`src/hw/rtl/assert_macros.svh`:
```
// Assertion macros shared by the radix conversion RTL.
// Included by files that check their own control logic; no dependencies.
`ifndef ASSERT_MACROS_SVH
`define ASSERT_MACROS_SVH

// Condition must hold at every enabled clock edge.
`define RCDS_ASSERT_ALW(lbl, clk, rstn, expr) \
  lbl: assert property (@(posedge clk) disable iff (!(rstn)) (expr)) \
    else $error("%m: check failed");

// Consequent must hold in the same cycle as the antecedent.
`define RCDS_ASSERT_IMP(lbl, clk, rstn, ante, cons) \
  lbl: assert property (@(posedge clk) disable iff (!(rstn)) (ante) |-> (cons)) \
    else $error("%m: check failed");

// Consequent must hold in the cycle after the antecedent.
`define RCDS_ASSERT_NXT(lbl, clk, rstn, ante, cons) \
  lbl: assert property (@(posedge clk) disable iff (!(rstn)) (ante) |=> (cons)) \
    else $error("%m: check failed");

`endif

```
`src/hw/rtl/rcds_pkg.sv`:
```
// Types, constants and the digit-to-ASCII function for the radix converter.
// No dependencies; used by all files of the block but rcds_ram and the macros.
package rcds_pkg;

  localparam int unsigned VALUE_W = 32;
  localparam int unsigned RADIX_W = 6;
  localparam int unsigned CHAR_W  = 8;
  localparam int unsigned MAX_RESULTS = 32;

  localparam logic [RADIX_W-1:0] RADIX_MIN = 6'd2;
  localparam logic [RADIX_W-1:0] RADIX_MAX = 6'd36;
  localparam logic [RADIX_W-1:0] DEC_MAX   = 6'd9;
  localparam logic [CHAR_W-1:0]  CHAR_ZERO = 8'h30;
  localparam logic [CHAR_W-1:0]  CHAR_A    = 8'h41;

  typedef struct packed {
    logic load;
    logic div_step;
    logic push;
    logic pop_rd;
    logic emit_digit;
    logic emit_err;
  } rcds_cmd_t;

  typedef struct packed {
    logic radix_ok;
    logic q_zero;
    logic step_last;
    logic sp_zero;
    logic out_free;
  } rcds_sts_t;

  function automatic logic [CHAR_W-1:0] to_ascii(input logic [RADIX_W-1:0] rem);
    logic [CHAR_W-1:0] rem_ext;
    rem_ext = {2'b00, rem};
    if (rem <= DEC_MAX) begin
      return CHAR_ZERO + rem_ext;
    end else begin
      return CHAR_A + (rem_ext - {2'b00, DEC_MAX} - 8'd1);
    end
  endfunction

endpackage

```
`src/hw/rtl/rcds_if.sv`:
```
// Valid/ready channel interfaces for the radix converter: input and result beats.
// Depends on rcds_pkg for field widths.
interface rcds_in_if;
  logic                           valid;
  logic                           ready;
  logic [rcds_pkg::VALUE_W-1:0]   value;
  logic [rcds_pkg::RADIX_W-1:0]   radix;

  modport source (output valid, value, radix, input ready);
  modport sink (input valid, value, radix, output ready);
endinterface

interface rcds_out_if;
  logic                           valid;
  logic                           ready;
  logic [rcds_pkg::CHAR_W-1:0]    digit_char;
  logic                           last_digit;
  logic                           radix_error;

  modport source (output valid, digit_char, last_digit, radix_error, input ready);
  modport sink (input valid, digit_char, last_digit, radix_error, output ready);
endinterface

```
`src/hw/rtl/rcds_ram.sv`:
```
// Generic single-write, single-read RAM with registered read data.
// No dependencies.
module rcds_ram #(
  parameter int unsigned WIDTH = 8,
  parameter int unsigned DEPTH = 32
) (
  input  logic                     clk,
  input  logic                     wr_en,
  input  logic [$clog2(DEPTH)-1:0] wr_addr,
  input  logic [WIDTH-1:0]         wr_data,
  input  logic                     rd_en,
  input  logic [$clog2(DEPTH)-1:0] rd_addr,
  output logic [WIDTH-1:0]         rd_data
);

  logic [WIDTH-1:0] mem [DEPTH];
  logic [WIDTH-1:0] rd_data_r;

  always_ff @(posedge clk) begin
    if (wr_en) begin
      mem[wr_addr] <= wr_data;
    end
    if (rd_en) begin
      rd_data_r <= mem[rd_addr];
    end
  end

  assign rd_data = rd_data_r;

endmodule

```
`src/hw/rtl/rcds_dp.sv`:
```
// Datapath: serial restoring divider, digit stack with pointer, output register.
// Depends on rcds_pkg, rcds_if, rcds_ram and assert_macros.svh.
`include "assert_macros.svh"

module rcds_dp #(
  parameter int unsigned VALUE_BITS  = 32,
  parameter int unsigned STACK_DEPTH = 32
) (
  input  logic                         clk,
  input  logic                         rst_n,
  input  logic [rcds_pkg::VALUE_W-1:0] in_value,
  input  logic [rcds_pkg::RADIX_W-1:0] in_radix,
  input  rcds_pkg::rcds_cmd_t          cmd_i,
  output rcds_pkg::rcds_sts_t          sts_o,
  rcds_out_if.source                   out_ch
);

  localparam int unsigned QW  = (VALUE_BITS < rcds_pkg::VALUE_W) ? VALUE_BITS
                                                                  : rcds_pkg::VALUE_W;
  localparam int unsigned CAP = (STACK_DEPTH < rcds_pkg::MAX_RESULTS) ? STACK_DEPTH
                                                                     : rcds_pkg::MAX_RESULTS;
  localparam int unsigned CW  = $clog2(QW);
  localparam int unsigned SPW = $clog2(CAP + 1);
  localparam int unsigned AW  = $clog2(CAP);
  localparam int unsigned RW  = rcds_pkg::RADIX_W;

  logic [QW-1:0]  q_r, q_nxt;
  logic [RW-1:0]  rem_r, rem_nxt;
  logic [RW-1:0]  radix_r, radix_nxt;
  logic [CW-1:0]  cnt_r, cnt_nxt;
  logic [SPW-1:0] sp_r, sp_nxt;
  logic           out_valid_r, out_valid_nxt;
  logic [rcds_pkg::CHAR_W-1:0] digit_r, digit_nxt;
  logic           last_r, last_nxt;
  logic           err_r, err_nxt;

  logic [RW:0]    sh;
  logic [RW:0]    diff;
  logic           ge;
  logic           room;
  logic [SPW-1:0] sp_dec;
  logic [rcds_pkg::CHAR_W-1:0] rd_data;
  logic           out_free;

  assign sh     = {rem_r, q_r[QW-1]};
  assign ge     = sh >= {1'b0, radix_r};
  assign diff   = sh - {1'b0, radix_r};
  assign room   = sp_r < SPW'(CAP);
  assign sp_dec = sp_r - 1'b1;
  assign out_free = !out_valid_r || out_ch.ready;

  rcds_ram #(
    .WIDTH (rcds_pkg::CHAR_W),
    .DEPTH (CAP)
  ) u_stack (
    .clk     (clk),
    .wr_en   (cmd_i.push && room),
    .wr_addr (sp_r[AW-1:0]),
    .wr_data (rcds_pkg::to_ascii(rem_r)),
    .rd_en   (cmd_i.pop_rd),
    .rd_addr (sp_dec[AW-1:0]),
    .rd_data (rd_data)
  );

  always_comb begin
    q_nxt         = q_r;
    rem_nxt       = rem_r;
    radix_nxt     = radix_r;
    cnt_nxt       = cnt_r;
    sp_nxt        = sp_r;
    out_valid_nxt = out_valid_r && !out_ch.ready;
    digit_nxt     = digit_r;
    last_nxt      = last_r;
    err_nxt       = err_r;
    if (cmd_i.load) begin
      q_nxt     = in_value[QW-1:0];
      rem_nxt   = '0;
      radix_nxt = in_radix;
      cnt_nxt   = '0;
      sp_nxt    = '0;
    end
    if (cmd_i.div_step) begin
      q_nxt   = {q_r[QW-2:0], ge};
      rem_nxt = ge ? diff[RW-1:0] : sh[RW-1:0];
      cnt_nxt = cnt_r + 1'b1;
    end
    if (cmd_i.push) begin
      rem_nxt = '0;
      cnt_nxt = '0;
      if (room) begin
        sp_nxt = sp_r + 1'b1;
      end
    end
    if (cmd_i.pop_rd) begin
      sp_nxt = sp_dec;
    end
    if (cmd_i.emit_digit) begin
      out_valid_nxt = 1'b1;
      digit_nxt     = rd_data;
      last_nxt      = sp_r == '0;
      err_nxt       = 1'b0;
    end
    if (cmd_i.emit_err) begin
      out_valid_nxt = 1'b1;
      digit_nxt     = '0;
      last_nxt      = 1'b1;
      err_nxt       = 1'b1;
    end
  end

  always_ff @(posedge clk) begin
    if (!rst_n) begin
      sp_r        <= '0;
      out_valid_r <= 1'b0;
      cnt_r       <= '0;
      q_r         <= '0;
    end else begin
      sp_r        <= sp_nxt;
      out_valid_r <= out_valid_nxt;
      cnt_r       <= cnt_nxt;
      q_r         <= q_nxt;
    end
    rem_r   <= rem_nxt;
    radix_r <= radix_nxt;
    digit_r <= digit_nxt;
    last_r  <= last_nxt;
    err_r   <= err_nxt;
  end

  assign sts_o.radix_ok  = (in_radix >= rcds_pkg::RADIX_MIN) &&
                           (in_radix <= rcds_pkg::RADIX_MAX);
  assign sts_o.q_zero    = q_r == '0;
  assign sts_o.step_last = cnt_r == CW'(QW - 1);
  assign sts_o.sp_zero   = sp_r == '0;
  assign sts_o.out_free  = out_free;

  assign out_ch.valid       = out_valid_r;
  assign out_ch.digit_char  = digit_r;
  assign out_ch.last_digit  = last_r;
  assign out_ch.radix_error = err_r;

  `RCDS_ASSERT_ALW(a_sp_cap, clk, rst_n, sp_r <= SPW'(CAP))
  `RCDS_ASSERT_IMP(a_emit_free, clk, rst_n, cmd_i.emit_digit || cmd_i.emit_err, out_free)
  `RCDS_ASSERT_IMP(a_pop_nonempty, clk, rst_n, cmd_i.pop_rd, sp_r != '0)
  `RCDS_ASSERT_NXT(a_push_grow, clk, rst_n, cmd_i.push && room, sp_r == $past(sp_r) + 1'b1)

endmodule

```
`src/hw/rtl/rcds_ctrl.sv`:
```
// Controller FSM: sequences load, divide, push, pop and emit for one item.
// Depends on rcds_pkg and assert_macros.svh.
`include "assert_macros.svh"

module rcds_ctrl (
  input  logic                clk,
  input  logic                rst_n,
  input  logic                in_valid,
  output logic                in_ready,
  input  rcds_pkg::rcds_sts_t sts_i,
  output rcds_pkg::rcds_cmd_t cmd_o
);

  typedef enum logic [2:0] {
    S_IDLE,
    S_FIRST,
    S_DIV,
    S_PUSH,
    S_POP_RD,
    S_POP_OUT,
    S_ERR
  } state_t;

  state_t state_r, state_nxt;

  always_comb begin
    state_nxt = state_r;
    cmd_o     = '0;
    case (state_r)
      S_IDLE: begin
        if (in_valid) begin
          if (sts_i.radix_ok) begin
            cmd_o.load = 1'b1;
            state_nxt  = S_FIRST;
          end else begin
            state_nxt  = S_ERR;
          end
        end
      end
      S_FIRST: begin
        if (sts_i.q_zero) begin
          cmd_o.push = 1'b1;
          state_nxt  = S_POP_RD;
        end else begin
          state_nxt  = S_DIV;
        end
      end
      S_DIV: begin
        cmd_o.div_step = 1'b1;
        if (sts_i.step_last) begin
          state_nxt = S_PUSH;
        end
      end
      S_PUSH: begin
        cmd_o.push = 1'b1;
        state_nxt  = sts_i.q_zero ? S_POP_RD : S_DIV;
      end
      S_POP_RD: begin
        cmd_o.pop_rd = 1'b1;
        state_nxt    = S_POP_OUT;
      end
      S_POP_OUT: begin
        if (sts_i.out_free) begin
          cmd_o.emit_digit = 1'b1;
          state_nxt        = sts_i.sp_zero ? S_IDLE : S_POP_RD;
        end
      end
      S_ERR: begin
        if (sts_i.out_free) begin
          cmd_o.emit_err = 1'b1;
          state_nxt      = S_IDLE;
        end
      end
      default: begin
        state_nxt = S_IDLE;
      end
    endcase
  end

  always_ff @(posedge clk) begin
    if (!rst_n) begin
      state_r <= S_IDLE;
    end else begin
      state_r <= state_nxt;
    end
  end

  assign in_ready = state_r == S_IDLE;

  `RCDS_ASSERT_ALW(a_cmd_onehot, clk, rst_n, $onehot0(cmd_o))
  `RCDS_ASSERT_NXT(a_pop_then_out, clk, rst_n, cmd_o.pop_rd, state_r == S_POP_OUT)
  `RCDS_ASSERT_NXT(a_err_to_idle, clk, rst_n, cmd_o.emit_err, state_r == S_IDLE)

endmodule

```
`src/hw/rtl/radix_conversion_digit_stack_core.sv`:
```
// Top level of the radix converter: controller FSM plus datapath.
// Depends on rcds_pkg, rcds_if, rcds_ctrl, rcds_dp (and rcds_ram below it).
//
//  channel  dir  handshake     beat contents
//  in_ch    in   valid/ready   value[31:0], radix[5:0]
//  out_ch   out  valid/ready   digit_char[7:0], last_digit, radix_error
//
// One item at a time. Each digit is one pass of the serial divider over the low
// min(VALUE_BITS,32) bits (one quotient bit per cycle, then the push) and is
// then popped through the stack RAM's registered read (S_POP_RD, S_POP_OUT).
// Bad radix: one error beat. Zero value: one '0' beat.
// rst_n is synchronous, active low; no clearing pass, the stack is only read
// after being written. A stalled out_ch holds the pop sequence in place.
module radix_conversion_digit_stack_core #(
  parameter int unsigned VALUE_BITS  = 32,
  parameter int unsigned STACK_DEPTH = 32
) (
  input  logic        clk,
  input  logic        rst_n,
  rcds_in_if.sink     in_ch,
  rcds_out_if.source  out_ch
);

  rcds_pkg::rcds_cmd_t cmd;
  rcds_pkg::rcds_sts_t sts;
  logic                in_ready;

  rcds_ctrl u_ctrl (
    .clk      (clk),
    .rst_n    (rst_n),
    .in_valid (in_ch.valid),
    .in_ready (in_ready),
    .sts_i    (sts),
    .cmd_o    (cmd)
  );

  rcds_dp #(
    .VALUE_BITS  (VALUE_BITS),
    .STACK_DEPTH (STACK_DEPTH)
  ) u_dp (
    .clk      (clk),
    .rst_n    (rst_n),
    .in_value (in_ch.value),
    .in_radix (in_ch.radix),
    .cmd_i    (cmd),
    .sts_o    (sts),
    .out_ch   (out_ch)
  );

  assign in_ch.ready = in_ready;

endmodule

```
`src/flat_wrapper.sv`:
```
// flat-port wrapper written by rule: the top's interface ports become plain ports
module radix_conversion_digit_stack_core_flat 
#(
  parameter int unsigned VALUE_BITS  = 32,
  parameter int unsigned STACK_DEPTH = 32
)
  (clk, rst_n, in_ch_valid, in_ch_value, in_ch_radix, in_ch_ready, out_ch_valid, out_ch_digit_char, out_ch_last_digit, out_ch_radix_error, out_ch_ready);
  rcds_in_if in_ch_i ();
  rcds_out_if out_ch_i ();
  input  logic clk;
  input  logic rst_n;
  input wire logic [$bits(in_ch_i.valid)-1:0] in_ch_valid;
  input wire logic [$bits(in_ch_i.value)-1:0] in_ch_value;
  input wire logic [$bits(in_ch_i.radix)-1:0] in_ch_radix;
  output wire logic [$bits(in_ch_i.ready)-1:0] in_ch_ready;
  output wire logic [$bits(out_ch_i.valid)-1:0] out_ch_valid;
  output wire logic [$bits(out_ch_i.digit_char)-1:0] out_ch_digit_char;
  output wire logic [$bits(out_ch_i.last_digit)-1:0] out_ch_last_digit;
  output wire logic [$bits(out_ch_i.radix_error)-1:0] out_ch_radix_error;
  input wire logic [$bits(out_ch_i.ready)-1:0] out_ch_ready;
  assign in_ch_i.valid = in_ch_valid;
  assign in_ch_i.value = in_ch_value;
  assign in_ch_i.radix = in_ch_radix;
  assign in_ch_ready = in_ch_i.ready;
  assign out_ch_valid = out_ch_i.valid;
  assign out_ch_digit_char = out_ch_i.digit_char;
  assign out_ch_last_digit = out_ch_i.last_digit;
  assign out_ch_radix_error = out_ch_i.radix_error;
  assign out_ch_i.ready = out_ch_ready;
  radix_conversion_digit_stack_core #(.VALUE_BITS(VALUE_BITS), .STACK_DEPTH(STACK_DEPTH)) u_core (.clk(clk), .rst_n(rst_n), .in_ch(in_ch_i), .out_ch(out_ch_i));
endmodule
```
`config.mk`:
```
export PLATFORM = sky130hd
export DESIGN_NAME = radix_conversion_digit_stack_core_flat
export DESIGN_NICKNAME = d
export VERILOG_FILES = /design/src/hw/rtl/rcds_pkg.sv /design/src/hw/rtl/rcds_if.sv /design/src/hw/rtl/rcds_ram.sv /design/src/hw/rtl/rcds_dp.sv /design/src/hw/rtl/rcds_ctrl.sv /design/src/hw/rtl/radix_conversion_digit_stack_core.sv /design/src/flat_wrapper.sv
export VERILOG_INCLUDE_DIRS = /design/src /design/src/hw/rtl
export SDC_FILE = /design/constraint.sdc
export NUM_CORES = 1
export LEC_CHECK = 0
export BUFFER_PORTS_ARGS = -buffer_cell sky130_fd_sc_hd__buf_2
export CAP_MARGIN = 30
export CORE_MARGIN = 4
export CORE_UTILIZATION = 40
export CTS_CLUSTER_DIAMETER = 150
export DETAILED_ROUTE_END_ITERATION = 10
export GPL_TIMING_DRIVEN = 0
export SYNTH_ARGS = -nofsm -noshare
export SYNTH_HDL_FRONTEND = slang
export SYNTH_HIERARCHICAL = 1
export SYNTH_SLANG_ARGS = --single-unit
```
`constraint.sdc`:
```
create_clock -name clk -period 2.8 [get_ports clk]
set_clock_uncertainty 0.2 [all_clocks]
set_input_delay 0.84 -clock clk [delete_from_list [all_inputs] [get_ports clk]]
set_output_delay 0.84 -clock clk [all_outputs]
set_load 0.03 [all_outputs]
```
== Yosys cells after proc, flatten, opt, wreduce, memory -nomap -nowiden ==
Memory sizes are Yosys's and may differ from the RTL's. A register that Yosys moved wholly into a read port is not among the register bits.
Index checks and enable logic that the tools add are counted.

* Add/subtract/negate cells: 8
* Magnitude comparators: 5
* Eq/ne operators: 11
* Mux-type cells: 34
* Bitwise gates (word level): 1
* Reduce and logical (&&, ||, !) cells: 13

{| class="wikitable"
|+ Operators by type and width
! kind !! number
|-
| two-way mux 32 bit || 2
|-
| two-way mux 6 bit || 7
|-
| zero test 32 bit || 1
|-
| two-way mux 3 bit || 7
|-
| one-hot mux 3 bit (6 select lines) || 1
|-
| two-way mux 1 bit || 13
|-
| two-way mux 5 bit || 2
|-
| equality test 3 bit (second input constant) || 3
|-
| adder 7 x 8 -> 8 bit (first input constant) || 1
|-
| two-way mux 8 bit || 1
|-
| subtractor 7 x 2 -> 8 bit (second input constant) || 1
|-
| adder 6 x 6 -> 7 bit (first input constant) || 1
|-
| greater-or-equal comparator 7 x 6 -> 1 bit || 1
|-
| subtractor 6 x 4 -> 7 bit (second input constant) || 1
|-
| adder 6 x 1 -> 6 bit (second input constant) || 1
|-
| equality test 3 x 2 -> 1 bit (second input constant) || 2
|-
| greater-or-equal comparator 6 x 2 -> 1 bit (second input constant) || 1
|-
| less-or-equal comparator 6 x 4 -> 1 bit (second input constant) || 1
|-
| less-or-equal comparator 6 bit (second input constant) || 1
|-
| zero test 6 bit || 1
|-
| < comparator 6 bit (second input constant) || 1
|-
| != test 2 bit (second input constant) || 3
|-
| subtractor 6 x 1 -> 6 bit (second input constant) || 1
|-
| subtractor 6 bit || 1
|-
| 13 further kinds || 17
|}

* Bits in registers: 69
* Memory bits (writable): 256
* Input port bits: 42
* Memories: 1

{| class="wikitable"
|+ Memory list
! memory !! words !! bits a word !! rd ports !! clocked after Yosys merged registers in !! wr ports !! RTL line !! source
|-
| u_core.u_dp.u_stack.mem || 32 || 8 || 1 || 1 || 1 || rcds_ram.sv:16 || <nowiki>logic [WIDTH-1:0] mem [DEPTH];</nowiki>
|}

== Longest topological paths before layout ==
* Depth in word-level cells: 9
* Mapped depth: 11
* Mapped depth without buffers: 11

== Modules after synthesis ==
The synthesis kept the hierarchy.

{| class="wikitable"
|+ By module, submodules not included
! module !! times used !! cells each !! area an instance (sq um) !! seq. area each (sq um)
|-
| rcds_ram || 1 || 417 || 10133.5 || 7927.6
|-
| rcds_dp || 1 || 417 || 3504.6 || 1381.3
|-
| rcds_ctrl || 1 || 38 || 296.5 || 60.1
|}

== Worst setup path before layout ==
No wires, ideal clock.

* Path type: flip-flop to flip-flop
* Start point: register u_core.u_dp.q_r[7]
* End point: memory u_core.u_dp.u_stack.mem[0][0], enable pin
* Arrival: 2.516 ns
* Path slack: -0.286 ns
* Cell stages (with the launch flop): 11
* Path through: dfxtp_1 -> nor4_1 -> nand4_1 -> nor2_1 -> nor2_1 -> nor3_1 -> nand2b_1 -> inv_1 -> or3b_2 -> clkbuf_1 -> nor2_1

{| class="wikitable"
|+ RTL lines
! what !! RTL line !! source
|-
| start: declaration || rcds_dp.sv:27 || <nowiki>logic [QW-1:0] q_r, q_nxt;</nowiki>
|-
| start signal: assignment || rcds_dp.sv:121 || <nowiki>q_r <= q_nxt;</nowiki>
|-
| end: declaration || rcds_ram.sv:16 ||
|}

== Final worst setup path ==
* Start point: register u_core.u_dp.sp_r[0]
* End point: register u_core.u_dp.u_stack.rd_data_r[1], in the netlist u_core/u_dp/u_stack/rd_data[1], read port of u_core.u_dp.u_stack.mem (data pin)

* Longest elaborated chain between the ends: 1

{| class="wikitable"
|+ Ends and longest elaborated chain
! what !! RTL line !! source
|-
| start: declaration || rcds_dp.sv:31 || <nowiki>logic [SPW-1:0] sp_r, sp_nxt;</nowiki>
|-
| start signal: assignment || rcds_dp.sv:118 || <nowiki>sp_r <= sp_nxt;</nowiki>
|-
| subtractor 6 x 1 -> 6 bit || rcds_dp.sv:49 || <nowiki>assign sp_dec = sp_r - 1'b1;</nowiki>
|-
| named net u_core.u_dp.sp_dec[0] || rcds_dp.sv:41 || <nowiki>logic [SPW-1:0] sp_dec;</nowiki>
|-
| end: declaration || rcds_ram.sv:17 || <nowiki>logic [WIDTH-1:0] rd_data_r;</nowiki>
|}

The timed path passes the listed nets, and every way through them passes these cells.
A chain may end at the register's enable or synchronous reset.

==> summary.md <==
| Metric | Value |
|---|---|
| Status | `complete, but fails checks` |
| Failing checks | `negative setup slack` |
| Antenna cells | `0` |
| Final Hold Viols | `0` |
| Clock Latency Late Sink | `around 0.52 ns` |
| Area delta synth->final | `27.4%` |
| First-pass GRT wire length | `51200 um` |
| Top post-synthesis cells by count | `edfxtp_1 (270), nor2_1 (125), mux4_2 (80)` |
| Setup repair after global routing missed its margin | `true` |
| Routability congestion estimate | `0.788` |
| PortBufs | `53` |
| Fmax | `348 MHz` |
| DRC Markers | `0` |
| # clock sinks | `around 330` |
| Clk buf depth | `3` |
| Post-Synthesis Cells | `872` |
| Starting DRT DRC Count | `584` |
| Cell Area, Synth | `13900 sq um` |
| CP startpoint kind | `register` |
| Die Y | `195 um` |
| Total power | `roughly 18000 uW` |
| Reg2Reg Depth | `9` |
| Final setup viols | `26` |
| Pwr/cell area | `1020 nW/um^2` |
| Pleak | `0.00620 uW` |
| Hold/Removal Path Class | `reg2reg` |
| Reg clk slew, reported paths | `0.06 ns` |
| CP max stage delay | `between 0.5 and 0.6 ns` |
| Drt total wl | `about 34000 um` |
| HPWL Detailed | `20800 um` |
| PnR worst setup slack | `-0.0711 ns` |
| Vias in the first global route | `~8400` |
| Max rail drop VDD | `701 uV` |
| Num rows | `68` |
| Sequential share of the synthesized area | `0.672` |
| Core ar. | `34500 sq um` |
| Clock root cell | `clkbuf_16` |
| Routed wire per std cell | `around 22 um` |
| Die Area | `37900 sq um` |
| Ys Warns | `6` |
| Hold Path Stages | `1` |
| Drt pass-1 iters | `5` |
| Syn avg cell area | `~16 sq um` |
| Crit path DAT | `2.93 ns` |
| Initial Util | `0.404` |
| Synth cell types | `58` |
| Leading area contributor after synthesis | `edfxtp_1` |
| Nets | `1127` |
| Num ports | `54` |
| Worst-Margin Slew | `around 0.90 ns` |
| CTS HTree Levels | `2` |
| Die Width | `195 um` |
| Post-synth ARST share | `0` |
| Largest net degree at the start of global routing | `33` |
| Antenna Nets Post-Route | `0` |
| Place WS | `-1.07 ns` |
| Top FF cell, synth | `edfxtp_1` |
| Layout cells sized above 1 | `0.343` |
| Top cells by area, synth | `edfxtp_1 (58%), mux4_2 (13%), dfxtp_1 (9.1%)` |
| Critical path peak fanout | `6` |
| Max cap viols | `0` |
| Slew HR | `0.397` |
| GRT Total Usage | `0.177` |
| Fin crit period | `2.87 ns` |
| Number of synthesized register bits | `333` |
| Via count of the routed design | `approximately 8300` |
| Crit Path Class | `reg2reg` |
| Most frequent cell after synthesis | `edfxtp_1` |
| Post-synth EDFFs | `270` |
| Via/cell ratio | `5.39` |
| Synth top area share | `0.582` |
| Crit end category | `register` |
| Required time worst endpoint | `2.86 ns` |
| GRT Residual Overflow | `0` |
| Crit-path slowest cell | `mux4_2` |
| Worst-path cell chain | `inv_4 > ha_4 > xor2_1 > clkbuf_8 > buf_12 > buf_12 > mux4_2 > mux4_2 > mux2_4` |
| Final period util | `1.03` |
| CTS buffer count | `36` |
| CTS tree | `yes` |
| Final slew viol count | `0` |
| Initial antenna violation count | `0` |
-- report_power, final --
group          leakage, uW  switching [uW]  total, uW  internal [uW]
combinational      0.00269            3990       6740           2750
clock             0.000546            1820       4550           2730
sequential         0.00296             211       6870           6660
total              0.00620            6020      18200          12100
-- worst max-delay path: cells and delay by family, from the launching register on --
| kind | cells | cell delay, ns |
|---|---|---|
| fa+ha+maj | 1 | 0.15 |
| xor+xnor | 1 | 0.17 |
| mux | 3 | 1.21 |
| flops | 1 | 0.37 |
| buf+inv | 4 | 0.51 |
-- layer usage --
layer / routed length [um] / vias up / global-route usage
met3: 2210 / 67 / 0.0319
met4: 1030 / 0 / 0.0521
met5: 0 / - / 0
li1: - / 3766 / -
met1: 14500 / 4236 / 0.245
met2: 16400 / 279 / 0.288
-- timing repair --
action | in CTS | in global routing
gates cloned | 7 | 1
setup endpoints to repair | 485 | 300
hold buffers | 0 | 0
buffers inserted | 49 | 18
resized for setup | 139 | 18
pin swaps | 27 | 22
-- layout by cell type, fill, tap and decap left out, types with 4 or more instances in the layout --
cell / instances
buf_4: 45
conb_1: 32
a21o_1: 4
dfxtp_2: 4
nor2b_1: 4
ha_1: 13
edfxtp_1: 270
o21ai_0: 15
a21oi_1: 49
nand2b_1: 8
buf_8: 9
clkbuf_16: 40
nor3b_1: 4
dfxtp_1: 54
a211oi_1: 4
clkbuf_1: 26
nor2_1: 91
clkinv_1: 5
nand4_1: 4
mux4_2: 80
nand3_1: 5
nor2_4: 35
nand2_1: 15
buf_12: 26
nor3_1: 7
mux2i_1: 46
xor2_1: 5
buf_6: 7
inv_1: 20
nand3b_1: 6
dfxtp_4: 5
mux2_4: 9
buf_2: 57
-- registers in the layout (all words and copies together) (netlist names) --
signal,flops
u_core/u_dp/sp_r,6
u_core/u_dp/u_stack/rd_data,8
u_core/u_ctrl/state_r,3
u_core/u_dp/out_ch.valid,1
u_core/u_dp/out_ch.radix_error,1
u_core/u_dp/cnt_r,5
u_core/u_dp/out_ch.digit_char,8
u_core/u_dp/q_r,32
u_core/u_dp/radix_r,6
u_core/u_dp/rem_r,6
u_core/u_dp/out_ch.last_digit,1
u_core/u_dp/u_stack/mem,256
-- final timing paths --
| check | end | slack, ns | start |
|---|---|---|---|
| max | u_core/u_dp/u_stack/rd_data[1] | -0.07 | u_core/u_dp/sp_r[0] |
| min | u_core/u_dp/out_ch.radix_error | 0.25 | u_core/u_dp/out_ch.radix_error |
| max reg2reg | u_core/u_dp/u_stack/rd_data[1] | -0.07 | u_core/u_dp/sp_r[0] |
| min reg2reg | u_core/u_dp/out_ch.radix_error | 0.25 | u_core/u_dp/out_ch.radix_error |
-- layout make-up --
class	instances	area, sq um
Fill cell	2821	16700
Sequential cell	333	9390
Multi-Input combinational cell	506	4980
Timing Repair Buffer	126	1160
Clock buffer	51	988
Tap cell	455	569
Buffer	44	430
Clock inverter	12	136
Inverter	23	93.8
-- cells by family after synthesis --
kind of cell               Yosys count  share of synthesized area
xor gates and xnor gates            10                    0.00629
other                                1                   0.000269
and+or+nand+nor                    207                     0.0690
AOI/OAI and AO/OA                   98                     0.0417
DFF                                333                      0.672
buffers and inverters               69                     0.0233
muxes                              139                      0.173
adders and majority gates           15                     0.0140
-- stage by stage --
stage / TNS, ns / area (sq um) / std cells / util / hold slack [ns]
after floorplan: 0 / 14200 / 903 / - / 0.256
after global placement: -507.24 / 15000 / 1411 / 0.436 / 0.233
after detailed placement: -352.13 / 15100 / 1414 / 0.439 / 0.242
after CTS: -3.04 / 17500 / 1532 / 0.508 / 0.256
after global routing: -10.22 / 17800 / 1550 / 0.515 / 0.293
final: -0.713 / 17800 / 1550 / 0.515 / 0.249
Power figures use the tool's default switching activity.
